**config.mk**
```make
export PLATFORM = sky130hd
export DESIGN_NAME = modular_power_unit_flat
export DESIGN_NICKNAME = d
export VERILOG_FILES = /design/src/rtl/mpu_pkg.sv /design/src/rtl/mpu_in_if.sv /design/src/rtl/mpu_out_if.sv /design/src/rtl/mpu_modmul.sv /design/src/rtl/modular_power_unit.sv /design/src/flat_wrapper.sv
export SDC_FILE = /design/constraint.sdc
export NUM_CORES = 1
export LEC_CHECK = 0
export ABC_AREA = 1
export BUFFER_PORTS_ARGS = -buffer_cell sky130_fd_sc_hd__buf_2
export CELL_PAD_IN_SITES_DETAIL_PLACEMENT = 2
export CELL_PAD_IN_SITES_GLOBAL_PLACEMENT = 2
export CORE_AREA = 5 5 310 251
export DETAILED_ROUTE_END_ITERATION = 7
export DIE_AREA = 0 0 315 256
export MAX_ROUTING_LAYER = met4
export PLACE_DENSITY = 0.93
export SYNTH_ARGS = -nofsm -noshare
export SYNTH_HDL_FRONTEND = slang
export SYNTH_HIERARCHICAL = 1
export SYNTH_SLANG_ARGS = --single-unit
```
**constraint.sdc**
```tcl
create_clock -name clk -period 11 [get_ports clk]
set_clock_uncertainty 0.1 [all_clocks]
set_input_delay 1.1 -clock clk [delete_from_list [all_inputs] [get_ports clk]]
set_output_delay 1.1 -clock clk [all_outputs]
set_load 0.01 [all_outputs]
```
**src/rtl/mpu_pkg.sv**
```systemverilog
// Shared constants for the modular power unit.
// Used by the channel interfaces, the modular multiplier and the top level.
// No dependencies.
package mpu_pkg;

	// Default operand width for base, exponent, modulus and result.
	localparam int OPERAND_BITS_DEFAULT = 31;

	// Modulus loaded at reset (the prime 1e9 + 7).
	localparam logic [31:0] MODULUS_RESET = 32'd1000000007;

	// Configuration port geometry: one 32-bit register at byte address 0.
	localparam int APB_ADDR_BITS = 3;
	localparam int APB_DATA_BITS = 32;

	// Register index, taken from paddr[2].
	localparam logic REG_MODULUS = 1'b0;

endpackage

```
**src/rtl/mpu_in_if.sv**
```systemverilog
// Operand channel of the modular power unit: base and exponent.
// Depends on mpu_pkg for the default operand width.
interface mpu_in_if
	import mpu_pkg::*;
#(
	parameter int OPERAND_BITS = OPERAND_BITS_DEFAULT
);
	logic                    valid;
	logic                    ready;
	logic [OPERAND_BITS-1:0] base_value;
	logic [OPERAND_BITS-1:0] exponent;

	modport source (output valid, output base_value, output exponent, input ready);
	modport sink (input valid, input base_value, input exponent, output ready);
endinterface

```
**src/rtl/mpu_out_if.sv**
```systemverilog
// Result channel of the modular power unit: base to the exponent, mod modulus.
// Depends on mpu_pkg for the default operand width.
interface mpu_out_if
	import mpu_pkg::*;
#(
	parameter int OPERAND_BITS = OPERAND_BITS_DEFAULT
);
	logic                    valid;
	logic                    ready;
	logic [OPERAND_BITS-1:0] power_result;

	modport source (output valid, output power_result, input ready);
	modport sink (input valid, input power_result, output ready);
endinterface

```
**src/rtl/mpu_modmul.sv**
```systemverilog
// Bit-serial modular multiplier: result = (a * b) mod m, one bit of b per cycle.
// Depends on mpu_pkg for the default operand width. Requires a < m and m >= 2.
module mpu_modmul
	import mpu_pkg::*;
#(
	parameter int OPERAND_BITS = OPERAND_BITS_DEFAULT
) (
	input  logic                    clk,
	input  logic                    arst_n,
	input  logic                    start,
	input  logic [OPERAND_BITS-1:0] a,
	input  logic [OPERAND_BITS-1:0] b,
	input  logic [OPERAND_BITS-1:0] m,
	output logic                    busy,
	output logic                    done,
	output logic [OPERAND_BITS-1:0] result
);
	localparam int W  = OPERAND_BITS;
	localparam int CW = $clog2(W + 1);

	logic [W-1:0]  a_q;
	logic [W-1:0]  b_q;
	logic [W-1:0]  r_q;
	logic [CW-1:0] cnt_q;
	logic          busy_q;
	logic          done_q;

	logic [W+1:0]  t;
	logic [W+1:0]  m1;
	logic [W+1:0]  m2;
	logic [W-1:0]  r_next;

	// One interleaved step: r = 2r + a*bit, then bring back below m.
	// Since r < m and a < m, the sum is below 3m, so at most 2m is taken off.
	always_comb begin
		m1 = {2'b00, m};
		m2 = {1'b0, m, 1'b0};
		t  = {1'b0, r_q, 1'b0} + (b_q[W-1] ? {2'b00, a_q} : '0);
		if (t >= m2) begin
			r_next = W'(t - m2);
		end else if (t >= m1) begin
			r_next = W'(t - m1);
		end else begin
			r_next = W'(t);
		end
	end

	// Control: a fixed count of W steps, MSB of b first.
	always_ff @(posedge clk or negedge arst_n) begin
		if (!arst_n) begin
			busy_q <= 1'b0;
			done_q <= 1'b0;
			cnt_q  <= '0;
		end else begin
			done_q <= 1'b0;
			if (start) begin
				busy_q <= 1'b1;
				cnt_q  <= CW'(W);
			end else if (busy_q) begin
				cnt_q <= cnt_q - CW'(1);
				if (cnt_q == CW'(1)) begin
					busy_q <= 1'b0;
					done_q <= 1'b1;
				end
			end
		end
	end

	// Operand and partial remainder registers.
	always_ff @(posedge clk) begin
		if (start) begin
			a_q <= a;
			b_q <= b;
			r_q <= '0;
		end else if (busy_q) begin
			b_q <= {b_q[W-2:0], 1'b0};
			r_q <= r_next;
		end
	end

	assign busy   = busy_q;
	assign done   = done_q;
	assign result = r_q;

`ifndef NO_ASSERTIONS
	// A new product is never started on top of one in progress.
	a_no_restart: assert property (@(posedge clk) disable iff (!arst_n)
		start |-> !busy_q)
		else $error("modmul started while busy");

	// A finished product is a proper residue.
	a_result_reduced: assert property (@(posedge clk) disable iff (!arst_n)
		done_q |-> (r_q < m))
		else $error("modmul result not below modulus");
`endif

endmodule

```
**src/rtl/modular_power_unit.sv**
```systemverilog
// Modular exponentiation: each operand transaction (base_value, exponent) yields one
// result transaction power_result = base_value ^ exponent mod modulus. Work is bit-serial:
// every modular product runs on a shift-and-add multiplier. The base is first reduced,
// then each exponent bit up to its highest set bit is taken in turn, with the accumulator
// product and the squaring running side by side in two multipliers. The next operand
// transaction can be taken in the cycle after the result is loaded. One item is worked on
// at a time; a finished result waits in the output register while the next operand
// transaction is taken. A modulus of 0 or 1 gives 0 for every item.
// The modulus register sits at APB byte address 0 and resets to 1000000007.
module modular_power_unit
	import mpu_pkg::*;
#(
	parameter int OPERAND_BITS = OPERAND_BITS_DEFAULT
) (
	input  logic                     clk,
	input  logic                     arst_n,
	mpu_in_if.sink                   operands,
	mpu_out_if.source                results,
	input  logic                     psel,
	input  logic                     penable,
	input  logic                     pwrite,
	input  logic [APB_ADDR_BITS-1:0] paddr,
	input  logic [APB_DATA_BITS-1:0] pwdata,
	output logic [APB_DATA_BITS-1:0] prdata,
	output logic                     pready
);
	localparam int W = OPERAND_BITS;
	localparam logic [W-1:0] MOD_RESET = W'(MODULUS_RESET);
	localparam logic [W-1:0] ONE       = W'(1);

	typedef enum logic [3:0] {
		ST_IDLE   = 4'b0001,
		ST_REDUCE = 4'b0010,
		ST_LOOP   = 4'b0100,
		ST_MULT   = 4'b1000
	} state_t;

	state_t       state_q;
	logic [W-1:0] mod_q;
	logic [W-1:0] exp_q;
	logic [W-1:0] acc_q;
	logic [W-1:0] sq_q;
	logic         out_valid_q;
	logic [W-1:0] out_data_q;

	logic         accept;
	logic         mod_small;
	logic         out_free;
	logic         out_load;
	logic         loop_start;
	logic         mm0_start;
	logic [W-1:0] mm0_a;
	logic [W-1:0] mm0_b;
	logic         mm0_busy;
	logic         mm0_done;
	logic [W-1:0] mm0_result;
	logic         mm1_busy;
	logic         mm1_done;
	logic [W-1:0] mm1_result;
	logic         cfg_write;

	// Configuration port: zero-wait APB, register index in paddr[2].
	assign pready    = 1'b1;
	assign cfg_write = psel && penable && pwrite && (paddr[2] == REG_MODULUS);
	assign prdata    = (paddr[2] == REG_MODULUS) ? APB_DATA_BITS'(mod_q) : '0;

	always_ff @(posedge clk or negedge arst_n) begin
		if (!arst_n) begin
			mod_q <= MOD_RESET;
		end else if (cfg_write) begin
			mod_q <= pwdata[W-1:0];
		end
	end

	// Handshake decode.
	assign mod_small  = (mod_q[W-1:1] == '0);
	assign accept     = operands.valid && (state_q == ST_IDLE);
	assign out_free   = !out_valid_q || results.ready;
	assign out_load   = (state_q == ST_LOOP) && (exp_q == '0) && out_free;
	assign loop_start = (state_q == ST_LOOP) && (exp_q != '0);

	// Multiplier 0 reduces the base (1 * base) on accept, then forms acc * sq.
	assign mm0_start = (accept && !mod_small) || loop_start;
	assign mm0_a     = (state_q == ST_IDLE) ? ONE : acc_q;
	assign mm0_b     = (state_q == ST_IDLE) ? operands.base_value : sq_q;

	mpu_modmul #(.OPERAND_BITS(W)) u_mul_acc (
		.clk    (clk),
		.arst_n (arst_n),
		.start  (mm0_start),
		.a      (mm0_a),
		.b      (mm0_b),
		.m      (mod_q),
		.busy   (mm0_busy),
		.done   (mm0_done),
		.result (mm0_result)
	);

	// Multiplier 1 squares the running power of the base.
	mpu_modmul #(.OPERAND_BITS(W)) u_mul_sq (
		.clk    (clk),
		.arst_n (arst_n),
		.start  (loop_start),
		.a      (sq_q),
		.b      (sq_q),
		.m      (mod_q),
		.busy   (mm1_busy),
		.done   (mm1_done),
		.result (mm1_result)
	);

	// Sequencer: reduce the base, then walk the exponent LSB first until it runs out.
	always_ff @(posedge clk or negedge arst_n) begin
		if (!arst_n) begin
			state_q <= ST_IDLE;
		end else begin
			case (state_q)
				ST_IDLE: begin
					if (accept) begin
						state_q <= mod_small ? ST_LOOP : ST_REDUCE;
					end
				end
				ST_REDUCE: begin
					if (mm0_done) begin
						state_q <= ST_LOOP;
					end
				end
				ST_LOOP: begin
					if (out_load) begin
						state_q <= ST_IDLE;
					end else if (loop_start) begin
						state_q <= ST_MULT;
					end
				end
				ST_MULT: begin
					if (mm1_done) begin
						state_q <= ST_LOOP;
					end
				end
				default: begin
					state_q <= ST_IDLE;
				end
			endcase
		end
	end

	// Datapath registers: exponent shifter, accumulator and square.
	always_ff @(posedge clk) begin
		if (accept) begin
			exp_q <= mod_small ? '0 : operands.exponent;
			acc_q <= mod_small ? '0 : ONE;
		end else if ((state_q == ST_REDUCE) && mm0_done) begin
			sq_q <= mm0_result;
		end else if ((state_q == ST_MULT) && mm1_done) begin
			if (exp_q[0]) begin
				acc_q <= mm0_result;
			end
			sq_q  <= mm1_result;
			exp_q <= {1'b0, exp_q[W-1:1]};
		end
	end

	// Output register: holds a result transaction until the sink takes it.
	always_ff @(posedge clk or negedge arst_n) begin
		if (!arst_n) begin
			out_valid_q <= 1'b0;
		end else if (out_load) begin
			out_valid_q <= 1'b1;
		end else if (results.ready) begin
			out_valid_q <= 1'b0;
		end
	end

	always_ff @(posedge clk) begin
		if (out_load) begin
			out_data_q <= acc_q;
		end
	end

	assign operands.ready       = (state_q == ST_IDLE);
	assign results.valid        = out_valid_q;
	assign results.power_result = out_data_q;

`ifndef NO_ASSERTIONS
	// The two multipliers are started together, so the squarer never finishes alone.
	a_mul_lockstep: assert property (@(posedge clk) disable iff (!arst_n)
		mm1_done |-> mm0_done)
		else $error("square finished without the accumulator product");

	// Neither multiplier is left running once the sequencer is back at idle.
	a_idle_quiet: assert property (@(posedge clk) disable iff (!arst_n)
		(state_q == ST_IDLE) |-> (!mm0_busy && !mm1_busy))
		else $error("multiplier busy while idle");

	// Accumulator and square stay proper residues between steps.
	a_loop_reduced: assert property (@(posedge clk) disable iff (!arst_n)
		((state_q == ST_LOOP) && !mod_small) |-> ((acc_q < mod_q) && (sq_q < mod_q)))
		else $error("operand not reduced in exponent loop");

	// Every delivered result lies below the modulus.
	a_result_range: assert property (@(posedge clk) disable iff (!arst_n)
		out_load |=> (mod_small || (out_data_q < mod_q)))
		else $error("result not below modulus");
`endif

endmodule

```
**src/flat_wrapper.sv**
```systemverilog
// flat-port wrapper written by rule: the top's interface ports become plain ports
module modular_power_unit_flat import mpu_pkg::*;
#(
	parameter int OPERAND_BITS = OPERAND_BITS_DEFAULT
)
  (clk, arst_n, psel, penable, pwrite, paddr, pwdata, prdata, pready, operands_valid, operands_base_value, operands_exponent, operands_ready, results_valid, results_power_result, results_ready);
  mpu_in_if #(.OPERAND_BITS(OPERAND_BITS)) operands_i ();
  mpu_out_if #(.OPERAND_BITS(OPERAND_BITS)) results_i ();
  input  logic clk;
  input  logic arst_n;
  input  logic psel;
  input  logic penable;
  input  logic pwrite;
  input  logic [APB_ADDR_BITS-1:0] paddr;
  input  logic [APB_DATA_BITS-1:0] pwdata;
  output logic [APB_DATA_BITS-1:0] prdata;
  output logic pready;
  input wire logic [$bits(operands_i.valid)-1:0] operands_valid;
  input wire logic [$bits(operands_i.base_value)-1:0] operands_base_value;
  input wire logic [$bits(operands_i.exponent)-1:0] operands_exponent;
  output wire logic [$bits(operands_i.ready)-1:0] operands_ready;
  output wire logic [$bits(results_i.valid)-1:0] results_valid;
  output wire logic [$bits(results_i.power_result)-1:0] results_power_result;
  input wire logic [$bits(results_i.ready)-1:0] results_ready;
  assign operands_i.valid = operands_valid;
  assign operands_i.base_value = operands_base_value;
  assign operands_i.exponent = operands_exponent;
  assign operands_ready = operands_i.ready;
  assign results_valid = results_i.valid;
  assign results_power_result = results_i.power_result;
  assign results_i.ready = results_ready;
  modular_power_unit #(.OPERAND_BITS(OPERAND_BITS)) u_core (.clk(clk), .arst_n(arst_n), .operands(operands_i), .results(results_i), .psel(psel), .penable(penable), .pwrite(pwrite), .paddr(paddr), .pwdata(pwdata), .prdata(prdata), .pready(pready));
endmodule
```
=== After elaboration in Yosys (flattened, before gate mapping) ===
Index checks and enable logic that the tools add are counted.

* $add $sub $neg: 8
* Magnitude comparators: 4
* Equality and inequality tests: 11
* Muxes and demuxes: 48
* Bitwise logic cells: 2
* Reduce and logical (&&, ||, !) cells: 27

{| class="wikitable"
|+ Operator list
! kind !! number
|-
| two-way mux 31 bit || 22
|-
| subtractor 31 bit || 4
|-
| adder 32 x 31 -> 33 bit || 2
|-
| greater-or-equal comparator 33 x 31 -> 1 bit || 2
|-
| greater-or-equal comparator 33 x 32 -> 1 bit || 2
|-
| logical NOT 31 bit || 1
|-
| nonzero test 31 bit || 1
|-
| logical NOT 30 bit || 1
|-
| two-way mux 4 bit || 5
|-
| two-way mux 5 bit || 4
|-
| case mux 4 bit (4 select lines) || 1
|-
| two-way mux 1 bit || 15
|-
| nonzero test 2 bit || 6
|-
| == test 5 x 1 -> 1 bit (second input constant) || 2
|-
| logical AND 1 bit || 10
|-
| subtractor 5 x 1 -> 5 bit (second input constant) || 2
|-
| == test 4 x 1 -> 1 bit (second input constant) || 1
|-
| == test 4 x 2 -> 1 bit (second input constant) || 1
|-
| == test 4 x 3 -> 1 bit (second input constant) || 1
|-
| == test 4 bit (second input constant) || 1
|-
| inequality test 2 x 1 -> 1 bit (second input constant) || 2
|-
| inequality test 2 bit (second input constant) || 2
|-
| AND reduction 2 bit || 2
|-
| AND reduction 4 bit || 1
|-
| 6 further kinds || 9
|}

* Register bits after elaboration: 360
* Bits of input ports: 104
* Word-level logic and storage cells: 119

=== Longest topological paths before layout ===
* Depth after elaboration: 5
* Depth in mapped cells: 37

=== Hierarchy ===
Netlist, hierarchy kept.

{| class="wikitable"
|+ By module, submodules not included
! module !! times used !! cells an instance !! area an instance (um^2) !! sequential area each (um^2)
|-
| mpu_modmul (u_core.u_mul_acc) || 1 || 1655 || 10667.7 || 2657.5
|-
| mpu_modmul (u_core.u_mul_sq) || 1 || 1638 || 10644.0 || 2657.5
|-
| modular_power_unit || 1 || 766 || 7350.8 || 4645.7
|}

=== Worst setup path after synthesis ===
OpenSTA, ideal clock, no wires.

* Path type: reg2reg
* Start: reg u_core.u_mul_acc.b_q[30]
* End: reg u_core.u_mul_acc.r_q[26] (netlist: u_core/u_mul_acc/result[26])
* Arrival: 3.725 ns
* Required time: 10.783 ns
* Path slack: 7.058 ns
* Cell stages (with the launch flop): 36
* Buffers on the path: 2
* Path through: edfxtp_1 clkbuf_1 nand2_1 inv_1 ha_1 fa_1 nand3_1 nand3_2 nand2_1 nand2_2 nand2_1 nand2_2 nand3_1 nand2_1 nand2_1 inv_1 nor2_1 inv_1 ha_1 nand2_1 inv_1 nand2_1 nand2_1 nand2_1 nand3_1 a21oi_1 nand2_1 nand2_1 nand2_2 nand2_1 nand2_2 buf_6 a21oi_1 nand2_1 nor2_1 nor2_1

* Word-level cells in the longest chain between the ends: 5
* Elaborated cells on any way between the ends: 8

{| class="wikitable"
|+ Ends and longest elaborated chain
! element !! line !! text
|-
| start: declaration || mpu_modmul.sv:22 || <nowiki>logic [W-1:0] b_q;</nowiki>
|-
| start signal: assignment || mpu_modmul.sv:76 || <nowiki>b_q <= {b_q[W-2:0], 1'b0};</nowiki>
|-
| two-way mux 31 bit * || mpu_modmul.sv:38 || <nowiki>t = {1'b0, r_q, 1'b0} + (b_q[W-1] ? {2'b00, a_q} : '0);</nowiki>
|-
| adder 32 x 31 -> 33 bit * || mpu_modmul.sv:38 ||
|-
| subtractor 31 bit / greater-or-equal comparator 33 x 31 -> 1 bit (equally long branches) || mpu_modmul.sv:42, mpu_modmul.sv:41 ||
|-
| two-way mux 31 bit || mpu_modmul.sv:41 || <nowiki>end else if (t >= m1) begin</nowiki>
|-
| two-way mux 31 bit * || mpu_modmul.sv:39 || <nowiki>if (t >= m2) begin</nowiki>
|-
| end signal: assignment || mpu_modmul.sv:77 || <nowiki>r_q <= r_next;</nowiki>
|-
| end: declaration || mpu_modmul.sv:23 || <nowiki>logic [W-1:0] r_q;</nowiki>
|}

Every way passes the cells marked *; elsewhere a longest branch is shown, timed or not.
A chain may end at the register's enable or synchronous reset.

=== Final worst setup path ===
* Start: reg u_core.u_mul_sq.b_q[30]
* End: reg u_core.u_mul_sq.r_q[27] (netlist: u_core/u_mul_sq/result[27])

* Word-level cells in the longest chain between the ends: 5
* Elaborated cells on any way between the ends: 8

{| class="wikitable"
|+ Ends and longest elaborated chain
! element !! line
|-
| start: declaration || mpu_modmul.sv:22
|-
| start signal: assignment || mpu_modmul.sv:76
|-
| two-way mux 31 bit * || mpu_modmul.sv:38
|-
| adder 32 x 31 -> 33 bit * || mpu_modmul.sv:38
|-
| subtractor 31 bit / greater-or-equal comparator 33 x 31 -> 1 bit (equally long branches) || mpu_modmul.sv:42, mpu_modmul.sv:41
|-
| two-way mux 31 bit || mpu_modmul.sv:41
|-
| two-way mux 31 bit * || mpu_modmul.sv:39
|-
| end signal: assignment || mpu_modmul.sv:77
|-
| end: declaration || mpu_modmul.sv:23
|}

Marked as above.

==> impl_metrics.env <==
export IMPL_fill_cells=8858
export IMPL_fin_cells=5257
export IMPL_yosys_warnings=6
export IMPL_drv_max_cap_violation_count=0
export IMPL_chipWidth_um=315
export IMPL_clock_insertion_delay_worst_skew_ns=0.67
export IMPL_finalCritPeriodShare_pct=67.0
export IMPL_avgRoutedWirePerCell_um=33.0
export IMPL_synth_top_cell_by_area="edfxtp_1"
export IMPL_cp_startpoint="u_core/u_mul_sq/b_q[30]$_DFFE_PP_"
export IMPL_die_height_um=256
export IMPL_timing_critical_path_mode_cell="nand2_1"
export IMPL_grt_setup_unrepaired="no"
export IMPL_antenna_found_initial=20
export IMPL_r2r_start="u_core/u_mul_sq/b_q[30]$_DFFE_PP_"
export IMPL_final_nets=4479
export IMPL_detailedRoute_firstIterationViolations=4031
export IMPL_synthCells=4059
export IMPL_design_die_area_um2=80600
export IMPL_fmax_mhz=136
export IMPL_vias_per_cell=6.23
export IMPL_cts_resized_gates=0
export IMPL_hold_path_class="reg -> reg"
export IMPL_slew_limit_headroom_pct=3.58
export IMPL_io_pins=170
export IMPL_finalHoldViolations=0
export IMPL_post_route_min_period_ns=7.37
export IMPL_synth_nets=4357
export IMPL_crit_fanout=35
export IMPL_wl_met3_mm=18.3
export IMPL_critical_path_max_stage_delay_ns=1.20
export IMPL_drt_antenna_violating_nets=0
export IMPL_core_area_um2=74500
export IMPL_yosys_area_top_type_share_pct=26.0
export IMPL_multi_input_comb_area_um2=15900
export IMPL_areaGrowthSynthToFinish_pct=11.1
export IMPL_finalSetupViolations=0
export IMPL_maximum_number_of_pins_on_one_net_before_global_route_repair=64
export IMPL_grt_resource_usage_total_pct=41.4
export IMPL_cts_hold_buf=0
export IMPL_floorplan_initialDensity_pct=38.4
export IMPL_synth_seq_cells=360
export IMPL_wire_length_of_the_first_global_routing_pass_mm=242
export IMPL_timing_worst_setup_path_type="reg -> reg"
export IMPL_critPathCaptureType="register"
export IMPL_drtPass1Iterations=7
export IMPL_yosys_cell_count_top_type="nand2_1"
export IMPL_detailroute_wirelength_met2_mm=74.1
export IMPL_final_seq_area_um2=9960
export IMPL_total_count_of_max_transition_violations_in_the_final_report=0
export IMPL_netlist_cell_type_count=58
export IMPL_via_count_of_the_first_global_routing_pass=34500
export IMPL_synth_area_top_cells="edfxtp_1, nand2_1, ha_1, inv_1, nor2_1"
export IMPL_place_port_buffers=164
export IMPL_hold_path_startpoint="u_core/acc_q[22]$_SDFFCE_PP0P_"
export IMPL_place_area_um2=30300
export IMPL_synth_edf_count=248
export IMPL_grt_remaining_overflow=0
export IMPL_cts_tree="done"
export IMPL_cts_htree_levels=2
export IMPL_drc=0
export IMPL_outcome="completed"
export IMPL_final_area_um2=31800
export IMPL_placed_cells=5149
export IMPL_seq_area_frac_synth_pct=34.8
export IMPL_detailroute_via_count=32800
export IMPL_cell_at_the_slowest_stage_of_the_critical_path="edfxtp_1"
export IMPL_cts_setup_buffers=0
export IMPL_cts_buffer_count=42
export IMPL_synthArstFlopShare_pct=13.9
export IMPL_avgSynthCellArea_um2=7.06
export IMPL_startpoint_type="register"
export IMPL_cp_data_required_time_ns=11.46
export IMPL_highest_layer="met4"
export IMPL_synth_area_um2=28700
export IMPL_cts_sinks=360
export IMPL_cts_path_max_buffers=3
export IMPL_drive_above_1_share_pct=10.1
export IMPL_final_setup_tns_ns=0
export IMPL_met1Wirelength_mm=65.9
export IMPL_max_slew_worst_pin_slew_ns=1.44
export IMPL_totalWireLength_mm=173
export IMPL_cts_root_buf="clkbuf_16"
export IMPL_fp_row_count=90
export IMPL_yosys_top_cells_count="nand2_1, inv_1, nor2_1"
export IMPL_place_congestion=1.04
export IMPL_final_util_pct=42.7
export IMPL_crit_arrival_ns=7.83
export IMPL_dpl_hpwl_mm=117
export IMPL_ys_flop_type="edfxtp_1"
export IMPL_clk_transition_reported_paths_ns=0.07
## kinds of logic after synthesis
family | after synthesis | synth area share, %
AO/OA/AOI/OAI | 572 | 11.2
XOR/XNOR | 129 | 3.94
adder cells (fa/ha/maj) | 194 | 8.63
buffers and inverters | 699 | 9.75
flip-flops | 360 | 34.8
multiplexers | 30 | 1.18
other | 2 | 0.0262
AND/OR/NAND/NOR | 2073 | 30.5
## state kept, by name (all words and copies together) (netlist names), 4 cells and up
name,count
u_core/acc_q,31
u_core/exp_q,31
u_core/mod_q,31
u_core/results.power_result,31
u_core/sq_q,31
u_core/state_q,4
u_core/u_mul_acc/a_q,31
u_core/u_mul_acc/b_q,31
u_core/u_mul_acc/cnt_q,5
u_core/u_mul_acc/result,31
u_core/u_mul_sq/a_q,31
u_core/u_mul_sq/b_q,31
u_core/u_mul_sq/cnt_q,5
u_core/u_mul_sq/result,31
## worst max-delay path: cells and delay by family (launching register included)
| family | cells | cell delay [ns] |
|---|---|---|
| AND/OR/NAND/NOR | 19 | 2.96 |
| adder cells (fa/ha/maj) | 2 | 0.70 |
| flip-flops | 1 | 1.20 |
| buffers and inverters | 7 | 1.53 |
| XOR/XNOR | 1 | 0.32 |
| AO/OA/AOI/OAI | 1 | 0.36 |
## area by class of cell
cell class | count | area share, %
inverters | 595 | 7.02
repair buffers | 182 | 3.00
well taps | 1012 | 3.98
flip-flops and latches | 360 | 31.3
multi-input cells | 3000 | 50.0
clock inverters | 21 | 0.763
diodes | 30 | 0.236
clock buffers | 57 | 3.74
## layout by cell type, fill, tap and decap left out, drive strengths merged, types with 30 or more instances in the layout
| cell type | count |
|---|---|
| nand2 | 1256 |
| inv | 597 |
| nor2 | 430 |
| a21oi | 330 |
| edfxtp | 248 |
| nand3 | 246 |
| ha | 188 |
| buf | 182 |
| o21ai | 147 |
| xor2 | 81 |
| nand4 | 68 |
| dfxtp | 62 |
| clkbuf | 57 |
| xnor2 | 48 |
| nor3 | 38 |
| o21bai | 37 |
| dfrtp | 33 |
| diode | 30 |
| mux2 | 30 |
## per-layer routing
metal | GRT usage [%] | vias up
li1 | - | 13400
met1 | 49.4 | 16200
met2 | 61.3 | 2276
met3 | 11.2 | 826
met4 | 27.2 | 0
met5 | - | -
## path summary, 6_finish.rpt
kind	to	slack, ns	cells after the start
worst max-delay path	u_core/u_mul_sq/result[27]$_SDFFE_PP0P_	3.63	30
worst min-delay path	u_core/results.power_result[22]$_DFFE_PP_	0.36	0
worst min register to register	u_core/results.power_result[22]$_DFFE_PP_	0.36	0
worst max register to register	u_core/u_mul_sq/result[27]$_SDFFE_PP0P_	3.63	30
max in group asynchronous	u_core/mod_q[6]$_DFFE_PN0P_	9.53	2
min in group asynchronous	u_core/u_mul_acc/cnt_q[0]$_DFFE_PN0P_	0.59	2
## per-stage QoR
stage / hold WS [ns] / setup WS, ns
floorplan: 0.318 / 7.06
global placement: 0.332 / 5.02
detailed placement: 0.346 / 4.62
CTS: 0.361 / 4.30
global route: 0.380 / 3.66
finish: 0.363 / 3.63
Power is not shown: default switching activity piles up to over one toggle a cycle in this logic, so the estimate is an artifact.
